### src/bht_pkg.sv
// Shared types and constants of the bucketed hash table.
`default_nettype none
package bht_pkg;

   localparam int CHAR_W     = 8;
   localparam int KEY_CHARS  = 8;
   localparam int HASH_CHARS = 6;
   localparam int SLOTS      = 3;
   localparam int KEY_W      = 64;
   localparam int LEN_W      = 4;
   localparam int DATA_W     = 32;
   localparam int CFG_W      = 9;
   localparam int IDX_W      = 8;
   localparam int SLOT_W     = 2;
   localparam int CNT_W      = 16;
   localparam int BUCKET_COUNT_RESET = 256;

   localparam int SUM_W      = 11;
   localparam int MOD_STEPS  = 6;
   localparam int MOD_CYCLES = (SUM_W + MOD_STEPS - 1) / MOD_STEPS;
   localparam int STEP_W     = 1;
   localparam int DSH_W      = CFG_W + SUM_W - 1;

   localparam logic STATUS_OK   = 1'b0;
   localparam logic STATUS_MISS = 1'b1;

   typedef enum logic [1:0] {
      REQ_ADD    = 2'd0,
      REQ_SEARCH = 2'd1,
      REQ_REMOVE = 2'd2
   } req_kind_type;

   typedef enum logic [1:0] {
      ST_CLEAR,
      ST_IDLE,
      ST_HASH,
      ST_WB
   } state_type;

   typedef struct packed {
      logic [KEY_W-1:0]  key;
      logic [LEN_W-1:0]  len;
      logic [DATA_W-1:0] data;
   } slot_type;

   typedef struct packed {
      logic [SLOTS-1:0]           valid;
      slot_type [SLOTS-1:0]       slot;
   } row_type;

   typedef struct packed {
      logic             done;
      logic [SUM_W-1:0] remainder;
   } hash_rsp_type;

endpackage
`default_nettype wire

### src/bht_hash_unit.sv
// Additive key hash followed by an iterative remainder by the bucket count.
`default_nettype none
module bht_hash_unit (
   input  wire logic                      clock,
   input  wire logic                      reset,
   input  wire logic                      start,
   input  wire logic [bht_pkg::KEY_W-1:0] key,
   input  wire logic [bht_pkg::CFG_W-1:0] divisor,
   output bht_pkg::hash_rsp_type          hash_rsp
);
   import bht_pkg::*;

   logic [SUM_W-1:0]  sum;
   logic [SUM_W-1:0]  rem_ff, rem_in;
   logic [DSH_W-1:0]  dsh_ff, dsh_in;
   logic [DSH_W-1:0]  work_r, work_d;
   logic [STEP_W-1:0] step_ff, step_in;
   logic              run_ff, run_in;
   logic              done_ff, done_in;

   always_comb begin
      sum = '0;
      for (int i = 0; i < HASH_CHARS; i++) begin
         sum = sum + SUM_W'(key[i*CHAR_W +: CHAR_W]);
      end
   end

   always_comb begin
      work_r = DSH_W'(rem_ff);
      work_d = dsh_ff;
      for (int i = 0; i < MOD_STEPS; i++) begin
         if (int'(step_ff) * MOD_STEPS + i < SUM_W) begin
            if (work_r >= work_d) begin
               work_r = work_r - work_d;
            end
            work_d = work_d >> 1;
         end
      end
   end

   always_comb begin
      rem_in  = rem_ff;
      dsh_in  = dsh_ff;
      step_in = step_ff;
      run_in  = run_ff;
      done_in = 1'b0;
      if (start) begin
         rem_in  = sum;
         dsh_in  = DSH_W'(divisor) << (SUM_W - 1);
         step_in = '0;
         run_in  = 1'b1;
      end else if (run_ff) begin
         rem_in  = work_r[SUM_W-1:0];
         dsh_in  = work_d;
         step_in = step_ff + STEP_W'(1);
         if (step_ff == STEP_W'(MOD_CYCLES - 1)) begin
            run_in  = 1'b0;
            done_in = 1'b1;
         end
      end
   end

   always_ff @(posedge clock) begin
      rem_ff <= rem_in;
      dsh_ff <= dsh_in;
      if (reset) begin
         step_ff <= '0;
         run_ff  <= 1'b0;
         done_ff <= 1'b0;
      end else begin
         step_ff <= step_in;
         run_ff  <= run_in;
         done_ff <= done_in;
      end
   end

   assign hash_rsp.done      = done_ff;
   assign hash_rsp.remainder = rem_ff;

endmodule
`default_nettype wire

### config.mk
export PLATFORM = sky130hd
export DESIGN_NAME = bht_hash_unit
export DESIGN_NICKNAME = d
export VERILOG_FILES = /design/src/bht_pkg.sv /design/src/bht_hash_unit.sv
export SDC_FILE = /design/constraint.sdc
export NUM_CORES = 1
export LEC_CHECK = 0
export BUFFER_PORTS_ARGS = -buffer_cell sky130_fd_sc_hd__buf_2
export CELL_PAD_IN_SITES_DETAIL_PLACEMENT = 2
export CELL_PAD_IN_SITES_GLOBAL_PLACEMENT = 2
export CORE_MARGIN = 5
export CORE_UTILIZATION = 30
export DETAILED_ROUTE_END_ITERATION = 10
export GPL_TIMING_DRIVEN = 0
export MAX_ROUTING_LAYER = met4
export PLACE_DENSITY_LB_ADDON = 0.1
export SETUP_SLACK_MARGIN = 0.1
export SYNTH_ARGS = -nofsm -noshare
export SYNTH_HDL_FRONTEND = slang
export SYNTH_SLANG_ARGS = --single-unit
### constraint.sdc
create_clock -name clock -period 47.4 [get_ports clock]
set_input_delay 0 -clock clock [delete_from_list [all_inputs] [get_ports clock]]
set_output_delay 0 -clock clock [all_outputs]
set_load 0.01 [all_outputs]
## Word-level counts from Yosys, hierarchy flattened

Cells that the tools add are included.
W data, S select, Z words.

- Flip-flop bits (word level): 33
- Input bits: 76
- Word-level logic and storage cells: 66

- $add $sub $neg: 17
- Multipliers: 1
- Order comparisons: 12
- Muxes and demuxes: 26
- Bitwise gates (word level): 1
- Reduce and logical (&&, ||, !) cells: 3

Operators by type and width:

| cell | number |
|---|---|
| $mux W19 | 18 |
| $lt A32 B5 Y1 const B | 5 |
| $ge A19 B19 Y1 | 5 |
| $sub A19 B19 Y19 | 4 |
| $add A32 B3 Y32 const B | 2 |
| $mux W11 | 4 |
| $add A32 B2 Y32 const B | 1 |
| $add A32 B4 Y32 const B | 1 |
| $add A11 B8 Y11 | 2 |
| $ge A11 B19 Y1 | 1 |
| $sub A11 B19 Y19 | 1 |
| $add A10 B8 Y11 | 1 |
| $sub A11 B11 Y11 | 1 |
| $add A9 B8 Y10 | 1 |
| $add A8 B8 Y9 | 1 |
| $add A4 B3 Y5 const B | 1 |
| $lt A5 B4 Y1 const B | 1 |
| $mux W1 | 4 |
| $mul A1 B2 Y3 const B | 1 |
| $reduce_or A3 Y1 | 1 |
| $reduce_bool A2 Y1 | 1 |
| $reduce_or A2 Y1 | 1 |
| $add A1 B1 Y1 const B | 1 |
| $not A1 Y1 | 1 |

## Depth between registers and ports, before layout

- Depth after elaboration: 20
- Mapped depth: 75
- Depth with buffers taken out: 70

## Worst setup path after synthesis

OpenSTA, ideal clock, no wires.

- Kind: register to register
- Start: register rem_ff[0]
- End: register rem_ff[10], data pin
- Library setup time: 0.255 ns
- Data arrival time: 14.869 ns
- Required time: 47.145 ns
- Setup slack: 32.276 ns
- Stages on the path, launching flop included: 72
- Period minus slack after synthesis: 15.124 ns
- Cell sequence: edfxtp_1 > inv_1 > ha_1 > inv_1 > fa_1 > a211oi_1 > nor3_1 > nor3_1 > o21bai_1 > a21oi_1 > xor2_1 > o21ai_0 > ha_1 > a21oi_1 > o21ai_1 > a311oi_1 > o211ai_2 > a21boi_1 > (+36 left out) > nor3_2 > buf_2 > mux2i_1 > ha_1 > a21oi_1 > o21ai_0 > and2_1 > o21ai_0 > a21oi_1 > o21ai_0 > nand2b_1 > a41oi_1 > a21oi_1 > nor4_1 > o2111ai_1 > buf_2 > a31oi_1 > a21bo_2

- Cells in the longest elaborated chain, start to end: 20
- Elaborated cells between the ends (all ways): 26
- Those cells by class: add/sub (6); order compare (6); mux (14)

Ends and longest elaborated chain:

| element | line | RTL |
|---|---|---|
| from (decl) | bht_hash_unit.sv:14 | `logic [SUM_W-1:0] rem_ff, rem_in;` |
| from (signal assigned) | bht_hash_unit.sv:64 | `rem_ff <= rem_in;` |
| $sub A11 B19 Y19 / $ge A11 B19 Y1 (equally long branches) | bht_hash_unit.sv:34, bht_hash_unit.sv:33 |  |
| $mux W19 | bht_hash_unit.sv:33 | `if (work_r >= work_d) begin` |
| $mux W19 * | bht_hash_unit.sv:32 | `if (int'(step_ff) * MOD_STEPS + i < SUM_W) begin` |
| $sub A19 B19 Y19 / $ge A19 B19 Y1 (equally long branches) | bht_hash_unit.sv:34, bht_hash_unit.sv:33 |  |
| $mux W19 | bht_hash_unit.sv:33 |  |
| $mux W19 * | bht_hash_unit.sv:32 |  |
| $sub A19 B19 Y19 / $ge A19 B19 Y1 (equally long branches) | bht_hash_unit.sv:34, bht_hash_unit.sv:33 |  |
| $mux W19 | bht_hash_unit.sv:33 |  |
| (+5 left out) | - |  |
| $mux W19 | bht_hash_unit.sv:33 |  |
| $mux W19 * | bht_hash_unit.sv:32 |  |
| $ge A19 B19 Y1 / $sub A11 B11 Y11 (equally long branches) | bht_hash_unit.sv:33, bht_hash_unit.sv:34 |  |
| $mux W11 | bht_hash_unit.sv:33 |  |
| $mux W11 * | bht_hash_unit.sv:32 |  |
| $mux W11 * | bht_hash_unit.sv:52 | `end else if (run_ff) begin` |
| $mux W11 * | bht_hash_unit.sv:47 | `if (start) begin` |
| via rem_in[10] | bht_hash_unit.sv:14 |  |

Mark *: on every way through the listed nets, which the timed path passes. The rest lies on a longest branch. The select of a mux whose other input is x is not followed.
A chain may end at the register's enable or synchronous reset.

## Worst setup path in the final report

- Start: register dsh_ff[5]
- End: register rem_ff[7], data pin

- Cells in the longest elaborated chain, start to end: 20
- Elaborated cells between the ends (all ways): 31
- Those cells by class: add/sub (6); order compare (6); mux (19)

Ends and longest elaborated chain:

| element | line | RTL |
|---|---|---|
| from (decl) | bht_hash_unit.sv:15 | `logic [DSH_W-1:0] dsh_ff, dsh_in;` |
| from (signal assigned) | bht_hash_unit.sv:65 | `dsh_ff <= dsh_in;` |
| $sub A11 B19 Y19 / $ge A11 B19 Y1 (equally long branches) | bht_hash_unit.sv:34, bht_hash_unit.sv:33 |  |
| $mux W19 | bht_hash_unit.sv:33 |  |
| $mux W19 | bht_hash_unit.sv:32 |  |
| $sub A19 B19 Y19 / $ge A19 B19 Y1 (equally long branches) | bht_hash_unit.sv:34, bht_hash_unit.sv:33 |  |
| $mux W19 | bht_hash_unit.sv:33 |  |
| $mux W19 | bht_hash_unit.sv:32 |  |
| $sub A19 B19 Y19 / $ge A19 B19 Y1 (equally long branches) | bht_hash_unit.sv:34, bht_hash_unit.sv:33 |  |
| $mux W19 | bht_hash_unit.sv:33 |  |
| (+5 left out) | - |  |
| $mux W19 | bht_hash_unit.sv:33 |  |
| $mux W19 | bht_hash_unit.sv:32 |  |
| $ge A19 B19 Y1 / $sub A11 B11 Y11 (equally long branches) | bht_hash_unit.sv:33, bht_hash_unit.sv:34 |  |
| $mux W11 | bht_hash_unit.sv:33 |  |
| $mux W11 * | bht_hash_unit.sv:32 |  |
| $mux W11 * | bht_hash_unit.sv:52 |  |
| $mux W11 * | bht_hash_unit.sv:47 |  |
| via rem_in[7] | bht_hash_unit.sv:14 |  |

Marked as above.

==> results.cfg <==
[placement]
portBuffers = 71
pre_cts_slack_ns = 27.04
dp.cells = 1368
gp_congestion = 0.863
place_hpwl_um = 25200

[synthesis]
yosys.area.top_type = ha_1
yosysUniqueCellTypes = 77
synth_edf_count = 20
yosys-mux-area-fraction_pct = 9.48
synth_seq_cells = 33
synth_compound_area_share_pct = 25.2
netlist_area_sq_um = 7830
synthFlopType = edfxtp_1
postSynthAreaPerCell_sq_um = 8.14
syn-num-nets = 1175
synthAdderAreaFrac_pct = 25.5
ys_seq_area_share_pct = 11.0
synth_top_family_by_area = adder cells
synthCells = 962
async_reset_ff_share_pct = 0
synth_top_area_share_pct = 15.8
synthTopCellsByArea = ha_1 (16%), fa_1 (9.7%), edfxtp_1 (7.7%)
ys_warn_count = 0
synthXorXnorAreaFrac_pct = 7.72
synthSimpleGateAreaFrac_pct = 16.4

[sta]
worst_pin_slew_ns = 0.813
setup-violations-final = 0
finalHoldViolCount = 0
post-route-period-util_pct = 42.6
slew_headroom_pct = 45.4
drv_slew = 0
fmax_mhz = 49.5
layout_setup_ws_ns = 27.20
finalSetupTns_ns = 0
period_needed_ns = 20.20
grt_setup_unrepaired = false
finClkSkew_ns = 0.00749

[cts]
cts-root-buf = clkbuf_16
clk_path_buf_depth = 2
cts_sinks = 33
clock_latency_ns = 0.27
cts_tree = built
post-cts-setup-buffers = 0
cts_hold_buf = 1
ctsResizeCount = 0
htreeDepth = 2
cts.clk_slew.worst_paths_ns = 0.05
cts_buffers = 5

[route]
finalWirelength_um = 29300
drc = 0
vias = 7560
ant_nets = 0
drt_first_pass_iters = 4
first_iter_violations = 309
routed_via_density = 5.49
wire_per_inst_um = 21.3

[die]
fp.dieW_um = 172
start_util_pct = 30.2
die_h_um = 172
design.die.area_sq_um = 29400
ios = 88
core_sq_um = 25900
rows = 59

[cells_and_area]
drive_above_1_share_pct = 14.3
final_cell_count_no_fill = 1378
syn_to_final_growth_pct = 11.9
final_nets = 1254

[outcome]
status = completed

[setup_path]
cp_max_fo = 10
cpMostUsedCell = o21ai_0
worstPathRequired_ns = 47.35
critPathLaunchType = flip-flop
slowest_delay_ns = 0.72
crit_path_top_delay_cell = nor3_1
worstPathArrival_ns = 20.15
critPathCaptureType = flip-flop
path_class = reg2reg

[global_routing]
grt_max_degree = 21
grt_usage_pct = 20.8
antenna_found_initial = 1
grt_overflow = 0
grt_first_pass_wirelength_um = 46700
grt_pass1_vias = 8362

[worst_hold_path]
hold_path_class = in2reg

[job]
drv_cap = 0
-- sequential cells by signal, summed over array words and instances, names as in the netlist --
name     cells
rem_ff      11
done_ff      1
step_ff      1
dsh_ff      19
run_ff       1
-- Yosys cell counts (19+ instances only) --
library cell	count
mux2i_1	22
a211oi_1	23
nor2_1	79
ha_1	99
fa_1	38
a21oi_1	76
o21ai_0	66
nand4_1	20
xor2_1	20
inv_1	62
mux2_2	45
edfxtp_1	20
nand2_1	69
nor3_1	19
xnor2_1	49
-- placed cells by master, fill, tap and decap left out, types with 6 or more instances in the layout --
master	instances
and3_1	6
a21oi_1	76
nand4_1	20
nand2_1	69
inv_1	62
nand3_1	11
o211ai_1	7
a31oi_1	12
clkbuf_1	19
ha_1	99
nor3_1	19
o31ai_1	9
a21o_1	18
a22oi_1	6
mux2i_1	22
o21bai_1	12
xor2_1	20
nor2_1	79
a211oi_1	23
o21a_1	17
buf_2	77
nand2b_1	17
fa_1	38
dfxtp_1	13
and2_1	11
o21ai_0	66
edfxtp_1	20
nor2b_1	12
mux2_2	45
xnor2_1	49
-- through the flow --
step	instance area (sq um)	hold slack, ns	utilization [%]
detailed placement	8600	0.211	33.2
floorplan	7830	0.0724	-
global placement	8600	0.217	33.2
global route	8760	0.0169	33.8
finish	8760	0.00951	33.8
CTS	8760	0.00826	33.8
-- metal layers --
metal	share of wire [%]	wire length, um	track usage, %	up-vias
met5	0	0	-	-
met4	1.2	340	2.62	0
met3	1.8	522	0.735	19
met2	50	14800	36.9	77
met1	47	13700	27.1	3772
li1	-	-	-	3692
-- worst paths after layout --
check                     to  depth (start not counted)        from  slack [ns]
setup / recovery   rem_ff[7]                         71   dsh_ff[5]       27.20
hold / removal    dsh_ff[14]                          2  divisor[4]        0.01
setup reg to reg   rem_ff[7]                         71   dsh_ff[5]       27.20
hold reg to reg    dsh_ff[0]                          2   dsh_ff[0]        0.53
-- layout make-up --
| class | count | area (sq um) |
|---|---|---|
| Fill cell | 3018 | 17100 |
| Inverter | 63 | 236 |
| Antenna cell | 1 | 2.50 |
| Buffer | 27 | 128 |
| Clock buffer | 8 | 146 |
| Tap cell | 335 | 419 |
| Sequential cell | 33 | 861 |
| Timing Repair Buffer | 72 | 365 |
| Multi-Input combinational cell | 839 | 6610 |
-- logic make-up after synthesis --
kind of cell,Yosys count
XOR/XNOR,69
AO/OA/AOI/OAI,300
AND/OR/NAND/NOR,265
adder cells (fa/ha/maj),137
flip-flops,33
buffers and inverters,90
multiplexers,68
-- worst max-delay path: cells and delay by family (launching register included) --
| kind | cells | cell delay, ns |
|---|---|---|
| and+or+nand+nor | 15 | 3.68 |
| DFF | 1 | 0.50 |
| muxes | 3 | 1.24 |
| buffers and inverters | 9 | 2.41 |
| adders and majority gates | 6 | 2.13 |
| AOI/OAI and AO/OA | 38 | 9.89 |
Power is not shown: default switching activity piles up to over one toggle a cycle in this logic, so the estimate is an artifact.
